===== src/hw/rtl/ciau_pkg.sv =====
package ciau_pkg;

  localparam logic [2:0] KIND_SEC   = 3'd0;
  localparam logic [2:0] KIND_MIN   = 3'd1;
  localparam logic [2:0] KIND_HOUR  = 3'd2;
  localparam logic [2:0] KIND_DAY   = 3'd3;
  localparam logic [2:0] KIND_MONTH = 3'd4;
  localparam logic [2:0] KIND_YEAR  = 3'd5;

  localparam logic [6:0] DIV_BY_60  = 7'd60;
  localparam logic [6:0] DIV_BY_24  = 7'd24;
  localparam logic [6:0] DIV_BY_12  = 7'd12;
  localparam logic [6:0] DIV_BY_100 = 7'd100;
  localparam logic [6:0] DIV_BY_7   = 7'd7;

  // reciprocals ceil(2^24 / d); quotient = (x * recip) >> 24, exact for 17-bit x
  localparam logic [21:0] RECIP_60  = 22'd279621;
  localparam logic [21:0] RECIP_24  = 22'd699051;
  localparam logic [21:0] RECIP_12  = 22'd1398102;
  localparam logic [21:0] RECIP_100 = 22'd167773;
  localparam logic [21:0] RECIP_7   = 22'd2396746;

  typedef struct packed {
    logic [2:0]  kind;
    logic [15:0] amount;
    logic [15:0] in_year;
    logic [3:0]  in_month;
    logic [4:0]  in_day;
    logic [2:0]  in_weekday;
    logic [4:0]  in_hour;
    logic [5:0]  in_minute;
    logic [5:0]  in_second;
    logic [9:0]  in_millis;
  } in_t;

  typedef struct packed {
    logic [15:0] out_year;
    logic [3:0]  out_month;
    logic [4:0]  out_day;
    logic [2:0]  out_weekday;
    logic [4:0]  out_hour;
    logic [5:0]  out_minute;
    logic [5:0]  out_second;
    logic [9:0]  out_millis;
  } out_t;

  typedef enum logic [4:0] {
    OP_NONE,
    OP_LOAD,
    OP_DIV_SEC,
    OP_DIV_MIN,
    OP_DIV_HOUR,
    OP_DIV_MON,
    OP_DIV_YEAR,
    OP_DIV_ZEL,
    OP_DIV_F,
    OP_WR_SEC,
    OP_WR_MIN,
    OP_WR_HOUR,
    OP_WR_MON,
    OP_WR_KJ,
    OP_DAY_STEP,
    OP_YEAR_ADD,
    OP_FIX,
    OP_WR_ZKJ,
    OP_WR_WDAY,
    OP_FINISH
  } op_t;

  typedef enum logic [4:0] {
    S_IDLE,
    S_DISPATCH,
    S_SEC_D,
    S_SEC_W,
    S_MIN_D,
    S_MIN_W,
    S_HOUR_D,
    S_HOUR_W,
    S_DKJ_D,
    S_DKJ_W,
    S_DAY_LOOP,
    S_MON_D,
    S_MON_W,
    S_LEAP_D,
    S_LEAP_W,
    S_FIX,
    S_ZEL_D,
    S_ZEL_W,
    S_F_D,
    S_F_W,
    S_FINISH
  } state_t;

  typedef struct packed {
    op_t op;
  } ctrl_cmd_t;

  typedef struct packed {
    logic [2:0] kind;
    logic       div_busy;
    logic       quot_zero;
    logic       n_zero;
    logic       t_zero;
  } ctrl_sts_t;

endpackage


===== src/hw/rtl/ciau_datapath.sv =====
module ciau_datapath
  import ciau_pkg::*;
(
  input  logic      clk,
  input  logic      rst,
  input  ctrl_cmd_t cmd,
  output ctrl_sts_t sts,
  input  in_t       in_data,
  output out_t      out_data
);

  logic [2:0]  kind;
  logic [16:0] carry;
  logic [15:0] n;
  logic [15:0] year;
  logic [3:0]  month;
  logic [4:0]  day;
  logic [2:0]  weekday;
  logic [4:0]  hour;
  logic [5:0]  minute;
  logic [5:0]  second;
  logic [9:0]  millis;
  logic [6:0]  k;
  logic [9:0]  j;
  logic [6:0]  zk;
  logic [9:0]  zj;

  // shared constant divider: quotient by reciprocal multiply, then remainder
  logic [16:0] quot;
  logic [6:0]  rem;
  logic [16:0] dvdnd;
  logic [6:0]  dvsr;
  logic [21:0] recip;
  logic [1:0]  cnt;
  logic        div_start;
  logic [16:0] div_in;
  logic [6:0]  div_by;
  logic [21:0] div_recip;
  logic [38:0] prod;
  logic [16:0] q_d;
  logic [16:0] r_full;

  logic        lp;
  logic [4:0]  len;
  logic [4:0]  left;
  logic [16:0] t_mon;
  logic [4:0]  m1;
  logic [4:0]  zm;
  logic [8:0]  x13;
  logic [16:0] x205;
  logic [12:0] f;
  logic [3:0]  w5;

  // leap: y%4==0 and y%100!=0, or y%400==0, from k = y%100 and j = y/100
  assign lp = ((year[1:0] == 2'd0) && (k != 7'd0)) || ((k == 7'd0) && (j[1:0] == 2'd0));

  always_comb begin
    case (month)
      4'd1, 4'd3, 4'd5, 4'd7, 4'd8, 4'd10, 4'd12: len = 5'd31;
      4'd4, 4'd6, 4'd9, 4'd11:                    len = 5'd30;
      4'd2:                                       len = lp ? 5'd29 : 5'd28;
      default:                                    len = 5'd0;
    endcase
  end

  assign left  = (day <= len) ? (len - day) : 5'd0;
  assign t_mon = {13'd0, month} + carry;
  assign m1    = {1'b0, month} + 5'd1;

  // Zeller terms
  assign zm   = (month < 4'd3) ? ({1'b0, month} + 5'd12) : {1'b0, month};
  assign x13  = 9'(13 * ({4'd0, zm} + 9'd1));
  assign x205 = {8'd0, x13} * 17'd205;
  assign f    = {8'd0, day} + {6'd0, x205[16:10]} + {6'd0, zk} + {8'd0, zk[6:2]}
              + {5'd0, zj[9:2]} + 13'({zj, 2'b00} + {2'd0, zj});
  assign w5   = {1'b0, rem[2:0]} + 4'd5;

  always_comb begin
    div_start = 1'b1;
    div_in    = 17'd0;
    div_by    = DIV_BY_7;
    div_recip = RECIP_7;
    case (cmd.op)
      OP_DIV_SEC: begin
        div_in = {11'd0, second} + carry; div_by = DIV_BY_60; div_recip = RECIP_60;
      end
      OP_DIV_MIN: begin
        div_in = {11'd0, minute} + carry; div_by = DIV_BY_60; div_recip = RECIP_60;
      end
      OP_DIV_HOUR: begin
        div_in = {12'd0, hour} + carry; div_by = DIV_BY_24; div_recip = RECIP_24;
      end
      OP_DIV_MON: begin
        div_in = t_mon - 17'd1; div_by = DIV_BY_12; div_recip = RECIP_12;
      end
      OP_DIV_YEAR: begin
        div_in = {1'b0, year}; div_by = DIV_BY_100; div_recip = RECIP_100;
      end
      OP_DIV_ZEL: begin
        div_in    = {1'b0, (month < 4'd3) ? (year - 16'd1) : year};
        div_by    = DIV_BY_100;
        div_recip = RECIP_100;
      end
      OP_DIV_F: begin
        div_in = {4'd0, f}; div_by = DIV_BY_7; div_recip = RECIP_7;
      end
      default: div_start = 1'b0;
    endcase
  end

  // quotient fits 15 bits since the smallest divisor is 7
  assign prod   = {22'd0, dvdnd} * {17'd0, recip};
  assign q_d    = quot * {10'd0, dvsr};
  assign r_full = dvdnd - q_d;

  always_ff @(posedge clk) begin
    if (rst) begin
      cnt <= 2'd0;
    end else if (div_start) begin
      cnt <= 2'd2;
    end else if (cnt != 2'd0) begin
      cnt <= cnt - 2'd1;
    end
  end

  always_ff @(posedge clk) begin
    if (div_start) begin
      dvdnd <= div_in;
      dvsr  <= div_by;
      recip <= div_recip;
    end else if (cnt == 2'd2) begin
      quot <= {2'd0, prod[38:24]};
    end else if (cnt == 2'd1) begin
      rem <= r_full[6:0];
    end
  end

  always_ff @(posedge clk) begin
    case (cmd.op)
      OP_LOAD: begin
        kind    <= in_data.kind;
        carry   <= {1'b0, in_data.amount};
        n       <= in_data.amount;
        year    <= in_data.in_year;
        month   <= in_data.in_month;
        day     <= in_data.in_day;
        weekday <= in_data.in_weekday;
        hour    <= in_data.in_hour;
        minute  <= in_data.in_minute;
        second  <= in_data.in_second;
        millis  <= in_data.in_millis;
      end
      OP_WR_SEC: begin
        second <= rem[5:0];
        carry  <= quot;
      end
      OP_WR_MIN: begin
        minute <= rem[5:0];
        carry  <= quot;
      end
      OP_WR_HOUR: begin
        hour <= rem[4:0];
        n    <= quot[15:0];
      end
      OP_WR_MON: begin
        year  <= year + quot[15:0];
        month <= rem[3:0] + 4'd1;
      end
      OP_WR_KJ: begin
        k <= rem;
        j <= quot[9:0];
      end
      OP_DAY_STEP: begin
        if (n <= {11'd0, left}) begin
          day <= day + n[4:0];
          n   <= 16'd0;
        end else begin
          n   <= n - ({11'd0, left} + 16'd1);
          day <= 5'd1;
          if (m1 > 5'd12) begin
            month <= 4'd1;
            year  <= year + 16'd1;
            // keep year%100 and year/100 in step, including the wrap to zero
            if (year == 16'hFFFF) begin
              k <= 7'd0;
              j <= 10'd0;
            end else if (k == 7'd99) begin
              k <= 7'd0;
              j <= j + 10'd1;
            end else begin
              k <= k + 7'd1;
            end
          end else begin
            month <= m1[3:0];
          end
        end
      end
      OP_YEAR_ADD: year <= year + carry[15:0];
      OP_FIX: begin
        if (kind == KIND_MONTH) begin
          if (day > len) day <= len;
        end else begin
          if ((month == 4'd2) && (day == 5'd29) && !lp) day <= 5'd28;
        end
      end
      OP_WR_ZKJ: begin
        zk <= rem;
        zj <= quot[9:0];
      end
      OP_WR_WDAY: weekday <= ((w5 >= 4'd7) ? 3'(w5 - 4'd7) : w5[2:0]) + 3'd1;
      OP_FINISH: begin
        out_data.out_year    <= year;
        out_data.out_month   <= month;
        out_data.out_day     <= day;
        out_data.out_weekday <= weekday;
        out_data.out_hour    <= hour;
        out_data.out_minute  <= minute;
        out_data.out_second  <= second;
        out_data.out_millis  <= millis;
      end
      default: ;
    endcase
  end

  assign sts.kind      = kind;
  assign sts.div_busy  = (cnt != 2'd0);
  assign sts.quot_zero = (quot == 17'd0);
  assign sts.n_zero    = (n == 16'd0);
  assign sts.t_zero    = (t_mon == 17'd0);

endmodule


===== src/hw/rtl/ciau_ctrl.sv =====
module ciau_ctrl
  import ciau_pkg::*;
(
  input  logic      clk,
  input  logic      rst,
  input  logic      in_valid,
  output logic      in_ready,
  output logic      out_valid,
  input  logic      out_ready,
  input  ctrl_sts_t sts,
  output ctrl_cmd_t cmd
);

  state_t state;
  state_t state_next;
  logic   out_valid_next;

  always_ff @(posedge clk) begin
    if (rst) begin
      state     <= S_IDLE;
      out_valid <= 1'b0;
    end else begin
      state     <= state_next;
      out_valid <= out_valid_next;
    end
  end

  always_comb begin
    state_next     = state;
    cmd.op         = OP_NONE;
    in_ready       = 1'b0;
    out_valid_next = out_valid && !out_ready;
    case (state)
      S_IDLE: begin
        in_ready = 1'b1;
        if (in_valid) begin
          cmd.op     = OP_LOAD;
          state_next = S_DISPATCH;
        end
      end
      S_DISPATCH: begin
        case (sts.kind)
          KIND_SEC:   state_next = S_SEC_D;
          KIND_MIN:   state_next = S_MIN_D;
          KIND_HOUR:  state_next = S_HOUR_D;
          KIND_DAY:   state_next = S_DKJ_D;
          KIND_MONTH: state_next = S_MON_D;
          KIND_YEAR: begin
            cmd.op     = OP_YEAR_ADD;
            state_next = S_LEAP_D;
          end
          default:    state_next = S_FINISH;
        endcase
      end
      S_SEC_D: begin
        cmd.op     = OP_DIV_SEC;
        state_next = S_SEC_W;
      end
      S_SEC_W: begin
        if (!sts.div_busy) begin
          cmd.op     = OP_WR_SEC;
          state_next = sts.quot_zero ? S_FINISH : S_MIN_D;
        end
      end
      S_MIN_D: begin
        cmd.op     = OP_DIV_MIN;
        state_next = S_MIN_W;
      end
      S_MIN_W: begin
        if (!sts.div_busy) begin
          cmd.op     = OP_WR_MIN;
          state_next = sts.quot_zero ? S_FINISH : S_HOUR_D;
        end
      end
      S_HOUR_D: begin
        cmd.op     = OP_DIV_HOUR;
        state_next = S_HOUR_W;
      end
      S_HOUR_W: begin
        if (!sts.div_busy) begin
          cmd.op     = OP_WR_HOUR;
          state_next = sts.quot_zero ? S_FINISH : S_DKJ_D;
        end
      end
      S_DKJ_D: begin
        cmd.op     = OP_DIV_YEAR;
        state_next = S_DKJ_W;
      end
      S_DKJ_W: begin
        if (!sts.div_busy) begin
          cmd.op     = OP_WR_KJ;
          state_next = S_DAY_LOOP;
        end
      end
      S_DAY_LOOP: begin
        if (sts.n_zero) begin
          state_next = S_ZEL_D;
        end else begin
          cmd.op = OP_DAY_STEP;
        end
      end
      S_MON_D: begin
        if (sts.t_zero) begin
          state_next = S_LEAP_D;
        end else begin
          cmd.op     = OP_DIV_MON;
          state_next = S_MON_W;
        end
      end
      S_MON_W: begin
        if (!sts.div_busy) begin
          cmd.op     = OP_WR_MON;
          state_next = S_LEAP_D;
        end
      end
      S_LEAP_D: begin
        cmd.op     = OP_DIV_YEAR;
        state_next = S_LEAP_W;
      end
      S_LEAP_W: begin
        if (!sts.div_busy) begin
          cmd.op     = OP_WR_KJ;
          state_next = S_FIX;
        end
      end
      S_FIX: begin
        cmd.op     = OP_FIX;
        state_next = S_ZEL_D;
      end
      S_ZEL_D: begin
        cmd.op     = OP_DIV_ZEL;
        state_next = S_ZEL_W;
      end
      S_ZEL_W: begin
        if (!sts.div_busy) begin
          cmd.op     = OP_WR_ZKJ;
          state_next = S_F_D;
        end
      end
      S_F_D: begin
        cmd.op     = OP_DIV_F;
        state_next = S_F_W;
      end
      S_F_W: begin
        if (!sts.div_busy) begin
          cmd.op     = OP_WR_WDAY;
          state_next = S_FINISH;
        end
      end
      S_FINISH: begin
        if (!out_valid || out_ready) begin
          cmd.op         = OP_FINISH;
          out_valid_next = 1'b1;
          state_next     = S_IDLE;
        end
      end
      default: state_next = S_IDLE;
    endcase
  end

endmodule


===== src/hw/rtl/calendar_interval_adder_unit.sv =====
// Throughput: one transaction at a time; the next is taken the cycle after the result is
//   loaded into the output register, and waits only if that register is full.
// Reset: rst, synchronous, active high; returns to idle with no result pending.
module calendar_interval_adder_unit
  import ciau_pkg::*;
(
  input  logic clk,
  input  logic rst,
  input  logic in_valid,
  output logic in_ready,
  input  in_t  in_data,
  output logic out_valid,
  input  logic out_ready,
  output out_t out_data
);

  // Controller sequences the work; every calendar step happens in the datapath:
  //   - time adds: div by 60/60/24 on a shared reciprocal-multiply divider,
  //     the quotient carrying into the next field
  //   - day adds: one month per cycle, year%100 and year/100 kept in step
  //     so the leap test needs no divide inside the loop
  //   - month/year adds: div by 12 and/or div by 100 for the leap test,
  //     then the day fix-up
  //   - weekday: Zeller's congruence with two more divider passes (100, 7)
  ctrl_cmd_t cmd;
  ctrl_sts_t sts;

  ciau_ctrl u_ctrl (
    .clk       (clk),
    .rst       (rst),
    .in_valid  (in_valid),
    .in_ready  (in_ready),
    .out_valid (out_valid),
    .out_ready (out_ready),
    .sts       (sts),
    .cmd       (cmd)
  );

  // result register lives in the datapath; loaded as the controller retires a transaction
  ciau_datapath u_dp (
    .clk      (clk),
    .rst      (rst),
    .cmd      (cmd),
    .sts      (sts),
    .in_data  (in_data),
    .out_data (out_data)
  );

endmodule


===== config.mk =====
export PLATFORM = sky130hd
export DESIGN_NAME = calendar_interval_adder_unit
export DESIGN_NICKNAME = d
export VERILOG_FILES = /design/src/hw/rtl/ciau_pkg.sv /design/src/hw/rtl/ciau_datapath.sv /design/src/hw/rtl/ciau_ctrl.sv /design/src/hw/rtl/calendar_interval_adder_unit.sv
export SDC_FILE = /design/constraint.sdc
export NUM_CORES = 1
export LEC_CHECK = 0
export BUFFER_PORTS_ARGS = -buffer_cell sky130_fd_sc_hd__buf_2
export CAP_MARGIN = 20
export CORE_ASPECT_RATIO = 0.5
export CORE_MARGIN = 8
export CORE_UTILIZATION = 46
export DETAILED_ROUTE_END_ITERATION = 12
export PLACE_DENSITY = 0.65
export SYNTH_ARGS = -nofsm -noshare
export SYNTH_HDL_FRONTEND = slang
export SYNTH_HIERARCHICAL = 1
export SYNTH_SLANG_ARGS = --single-unit

===== constraint.sdc =====
create_clock -name clk -period 10.5 [get_ports clk]
set_clock_uncertainty 0.15 [all_clocks]
set_input_delay 1.05 -clock clk [delete_from_list [all_inputs] [get_ports clk]]
set_output_delay 1.05 -clock clk [all_outputs]
set_load 0.005 [all_outputs]

Word level (Yosys, flattened, before mapping). Cells that the tools add are included.

Add/sub/neg operators: 30. Multipliers: 4. Order comparisons: 6. Eq/ne operators: 77. Mux-type cells: 73. Bitwise gates (word level): 2. Reductions and logical operators: 48.

Operators by type and width (number): 17-bit one-hot mux with 7 select lines (1); 5-bit 2-to-1 mux (23); 5-bit one-hot mux with 21 select lines (1); 5-bit one-hot mux with 19 select lines (1); 22-bit one-hot mux with 4 select lines (1); 5-bit by 4-bit == test with 1-bit output (second input constant) (16); 16-bit 2-to-1 mux (4); 16-bit one-hot mux with 4 select lines (1); 5-bit == test (second input constant) (10); 16-bit one-hot mux with 3 select lines (1); 5-bit by 3-bit == test with 1-bit output (second input constant) (8); 10-bit 2-to-1 mux (4); 17-bit by 22-bit multiplier with 39-bit output (1); 4-bit 2-to-1 mux (9); 6-bit by 17-bit adder with 17-bit output (2); 17-bit zero test (2); 17-bit one-hot mux with 2 select lines (1); 4-bit by 32-bit multiplier with 9-bit output (first input constant) (1); 5-bit one-hot mux with 3 select lines (2); 5-bit one-hot mux with 6 select lines (1); 7-bit 2-to-1 mux (4); 7-bit one-hot mux with 4 select lines (1); 6-bit one-hot mux with 2 select lines (2); 2-bit != test (second input constant) (11); 79 further kinds (132).

Bits in registers: 256. Bits of input ports: 78. Word-level logic and storage cells: 272.

Depth between registers and ports, before layout.
Word-level depth: 11. Depth in mapped cells: 46.

Cells and area by module. The synthesis kept the hierarchy.

By module, submodules not included: ciau_datapath (instances 1, cells each 2609, area each 26763.2 um2); ciau_ctrl (instances 1, cells each 143, area each 1011.0 um2).

Worst setup path after synthesis. OpenSTA, ideal clock, no wires.

Path type: register to register. Start point: reg u_dp.month[2]. End point: reg u_dp.dvdnd[11] (data pin). Library setup time: 266 ps. Arrival: 9663 ps. Slack: 421 ps. Stages on the path, launching flop included: 45. Path buffers: 2. Path through: edfxtp_1 > clkbuf_1 > inv_1 > ha_1 > nand2b_1 > clkbuf_1 > o221ai_1 > o22a_1 > ha_1 > inv_1 > fa_1 > inv_1 > ha_1 > a21o_1 > a21oi_1 > xnor2_1 > xor2_1 > fa_1 > (+9 left out) > fa_1 > inv_1 > fa_1 > inv_1 > fa_1 > inv_1 > fa_1 > ha_1 > fa_1 > a21o_1 > a21oi_1 > o21bai_1 > a21oi_1 > o21bai_1 > a21oi_1 > xnor2_1 > a221oi_1 > o21ai_1.

Word-level cells in the longest chain between the ends: 11. Elaborated cells on any way between the ends: 25. Classes of those cells: 9 x add/sub; 2 x mul; 1 x order compare; 7 x eq/ne; 5 x mux; 1 x reduce/logical.

RTL lines: start: declaration (line ciau_datapath.sv:16) `logic [3:0] month;`; start signal: assignment (line ciau_datapath.sv:145) `month <= in_data.in_month;`; start signal: assignment (line ciau_datapath.sv:167) `month <= rem[3:0] + 4'd1;`; start signal: assignment (line ciau_datapath.sv:194) `month <= m1[3:0];`; 4-bit by 4-bit adder with 5-bit output / 4-bit by 2-bit < comparator with 1-bit output (equally long branches) (line ciau_datapath.sv:71, ciau_datapath.sv:100); 5-bit 2-to-1 mux (line ciau_datapath.sv:71) `assign zm = (month < 4'd3) ? ({1'b0, month} + 5'd12) : {1'b0, month};`; 5-bit by 1-bit adder with 6-bit output (line ciau_datapath.sv:72) `assign x13 = 9'(13 * ({4'd0, zm} + 9'd1));`; 4-bit by 32-bit multiplier with 9-bit output (line ciau_datapath.sv:72); 9-bit by 8-bit multiplier with 17-bit output (line ciau_datapath.sv:73) `assign x205 = {8'd0, x13} * 17'd205;`; 5-bit by 7-bit adder with 8-bit output (line ciau_datapath.sv:74) `assign f = {8'd0, day} + {6'd0, x205[16:10]} + {6'd0, zk} + {8'd0, zk[6:2]}`; 13-bit by 7-bit adder with 13-bit output (line ciau_datapath.sv:74); 13-bit by 5-bit adder with 13-bit output (line ciau_datapath.sv:74); 13-bit by 8-bit adder with 13-bit output (line ciau_datapath.sv:75) `+ {5'd0, zj[9:2]} + 13'({zj, 2'b00} + {2'd0, zj});`; 13-bit adder (line ciau_datapath.sv:75); 17-bit one-hot mux with 7 select lines * (line ciau_datapath.sv:83) `case (cmd.op)`; via u_dp.div_in[11] (line ciau_datapath.sv:36) `logic [16:0] div_in;`; end signal: assignment (line ciau_datapath.sv:128) `dvdnd <= div_in;`; end: declaration (line ciau_datapath.sv:31) `logic [16:0] dvdnd;`.

The timed path passes the listed nets; every way through them passes the cells marked *. A chain may end at the register's enable or synchronous reset.

Final worst setup path.
Start point: reg u_dp.month[3]. End point: reg u_dp.dvdnd[11] (data pin).

The elaborated chain is that of the path after synthesis.

==> flow_summary.json <==
{
  "wl_per_cell_um": 20.8,
  "worstSetupPathType": "register to register",
  "die-area_um2": 69000,
  "grt_use_total_pct": 22.1,
  "multi_input_area_um2": 18500,
  "via_per_inst": 5.49,
  "synth-edff-count": 227,
  "cts.sinks": 235,
  "fin_tns_setup_ps": 0,
  "ys_seq_area_share_pct": 25.1,
  "n_fill_cell": 5493,
  "slowest_stage": "fa_1",
  "gr-total-overflow": 0,
  "worstSetupStartpointType": "register",
  "fp-row-count": 63,
  "synth_ff_type": "edfxtp_1",
  "worstPathMaxFanout": 5,
  "synth_compound_area_share_pct": 9.40,
  "io_pins": 135,
  "slew_viol_final": 0,
  "grt_pass1_wl_um": 120000,
  "finalHoldViolations": 0,
  "gp_congestion": 0.949,
  "io_buffers": 134,
  "slew_headroom_pct": 25.9,
  "min_period_ps": 9950,
  "regArea_um2": 6980,
  "wl_um": 76900,
  "antenna_found_initial": 1,
  "cts_buffers": 27,
  "clockBufferDepth": 3,
  "synthTopCellsByCount": "inv_1 (526), fa_1 (362), ha_1 (268), nand2_1 (255), edfxtp_1 (227)",
  "muxShareOfSynthArea_pct": 1.56,
  "first_pass_iters": 6,
  "drtAntennaViolNets": 0,
  "final_nets": 3573,
  "crit_arrival_ps": 10090,
  "cts_tree": "yes",
  "setup_viol": 0,
  "cts_hold_buf": 0,
  "grt_pass1_vias": 21000,
  "fp.dieW_um": 364,
  "critPathMaxStageDelay_ps": 530,
  "postPlaceCellArea_um2": 29300,
  "grt_max_degree": 43,
  "fin_area_um2": 30400,
  "synth.cell_area_um2": 27800,
  "drive_gt1_share_pct": 10.5,
  "synthSimpleGateAreaFrac_pct": 12.5,
  "crit_top_cell": "fa_1",
  "area_growth_pct": 9.44,
  "drc": 0,
  "tightest_slew_ps": 1080,
  "syn_area_per_cell_um2": 10.1,
  "dp_hpwl_um": 62500,
  "cp.required_ps": 10640,
  "min_path_type": "register to register",
  "synth_fp_nets": 3460,
  "drt_iter0_markers": 2042,
  "async_flop_share_pct": 0,
  "insertion_delay_ps": 580,
  "yosys.area.top_type": "fa_1",
  "synth_top_area_share_pct": 26.1,
  "synth-seq-cells": 235,
  "dr_total_vias": 20300,
  "synth_top_family_by_area": "adder cells",
  "htree_num_levels": 1,
  "end_kind": "register",
  "outcome": "finished clean",
  "ys_types": 89,
  "cts-root-buf": "clkbuf_16",
  "fin_cells": 3698,
  "synth_warnings": 6,
  "die_h_um": 190,
  "cap_violations": 0,
  "synthCells": 2752,
  "yosysMostFrequentCell": "inv_1",
  "max_clock_freq_mhz": 101,
  "finalCritPeriodShare_pct": 94.7,
  "dp.cells": 3641,
  "start_util_pct": 46.7,
  "num_antenna_cells": 0,
  "clk_pin_slew_worst_paths_ps": 70,
  "rsz0062_at_grt": "false",
  "ys_top_cells_by_area": "fa_1 (26%), edfxtp_1 (25%), ha_1 (12%)",
  "synth_fa_ha_area_share_pct": 38.2,
  "fin_worst_hold_slack_ps": 267,
  "synthXorXnorAreaFrac_pct": 4.76,
  "core_area_um2": 59400
}
==> cell usage in the layout (no fill, tap or decap), types with 33 or more instances in the layout <==
cell type,Yosys,final
a21o_1,33,33
a21oi_1,77,70
and2_1,136,135
buf_2,6,134
buf_4,2,35
edfxtp_1,227,227
fa_1,362,362
ha_1,268,267
inv_1,526,525
mux2_2,35,35
nand2_1,255,255
nor2_1,98,96
nor3_1,35,35
o21ai_0,81,79
xnor2_1,89,86
xor2_1,62,61
==> stage by stage <==
stage                     utilization [%]  worst slack, ps
after floorplan                         -              421
after global placement               49.3              182
after detailed placement             49.3            -34.8
after CTS                            51.0             25.3
after global routing                 51.1             10.9
final                                51.1              553
==> metal layers <==
layer  track usage, %  routed length [um]  up-vias
met5                0                   0        -
met4             6.55                2410        0
met3             3.10                5600      133
met2             36.1               35800      786
met1             30.6               33000    10100
li1                 -                   -     9267
==> critical path: cells and delay by family (launching register included) <==
family                   cells  cell delay [ps]
flip-flops                   1              380
buffers and inverters        8              540
AND/OR/NAND/NOR              3              500
adder cells (fa/ha/maj)     14             5210
AO/OA/AOI/OAI               15             2390
XOR/XNOR                     3              480
==> cell type report <==
type	instances	area share, %
Multi-Input combinational cell	1903	61.0
Sequential cell	235	23.0
Inverter	528	6.52
Tap cell	812	3.34
Timing Repair Buffer	170	3.09
Clock buffer	29	2.25
Clock inverter	21	0.873
==> sequential cells by signal, summed over array words and instances (netlist names), 10 cells and up <==
| signal | flops |
|---|---|
| u_dp/millis | 10 |
| u_dp/year | 16 |
| u_dp/recip | 11 |
| u_dp/zj | 10 |
| u_dp/dvdnd | 17 |
| u_dp/out_data | 55 |
| u_dp/carry | 16 |
| u_dp/quot | 15 |
| u_dp/n | 16 |
==> cell families after synthesis <==
| group | after synthesis |
|---|---|
| other cells | 2 |
| fa+ha+maj | 630 |
| mux | 39 |
| buf+inv | 614 |
| simple gates | 697 |
| flops | 235 |
| xor+xnor | 151 |
| compound gates | 384 |
==> worst paths after layout <==
kind,start,end,slack [ps],depth (start not counted)
worst max register to register,u_dp/month[3],u_dp/dvdnd[11],550,43
worst min register to register,u_dp/millis[1],u_dp/out_data[1],270,0
worst min-delay path,u_dp/millis[1],u_dp/out_data[1],270,0
worst max-delay path,u_dp/month[3],u_dp/dvdnd[11],550,43
==> timing repair <==
| action | in CTS | in global routing |
|---|---|---|
| resized for setup | 4 | 17 |
| endpoints found under the setup margin | 1 | 5 |
| pin swaps | 0 | 7 |
| setup buffers | 0 | 6 |
Power is not shown: default switching activity piles up to over one toggle a cycle in this logic, so the estimate is an artifact.
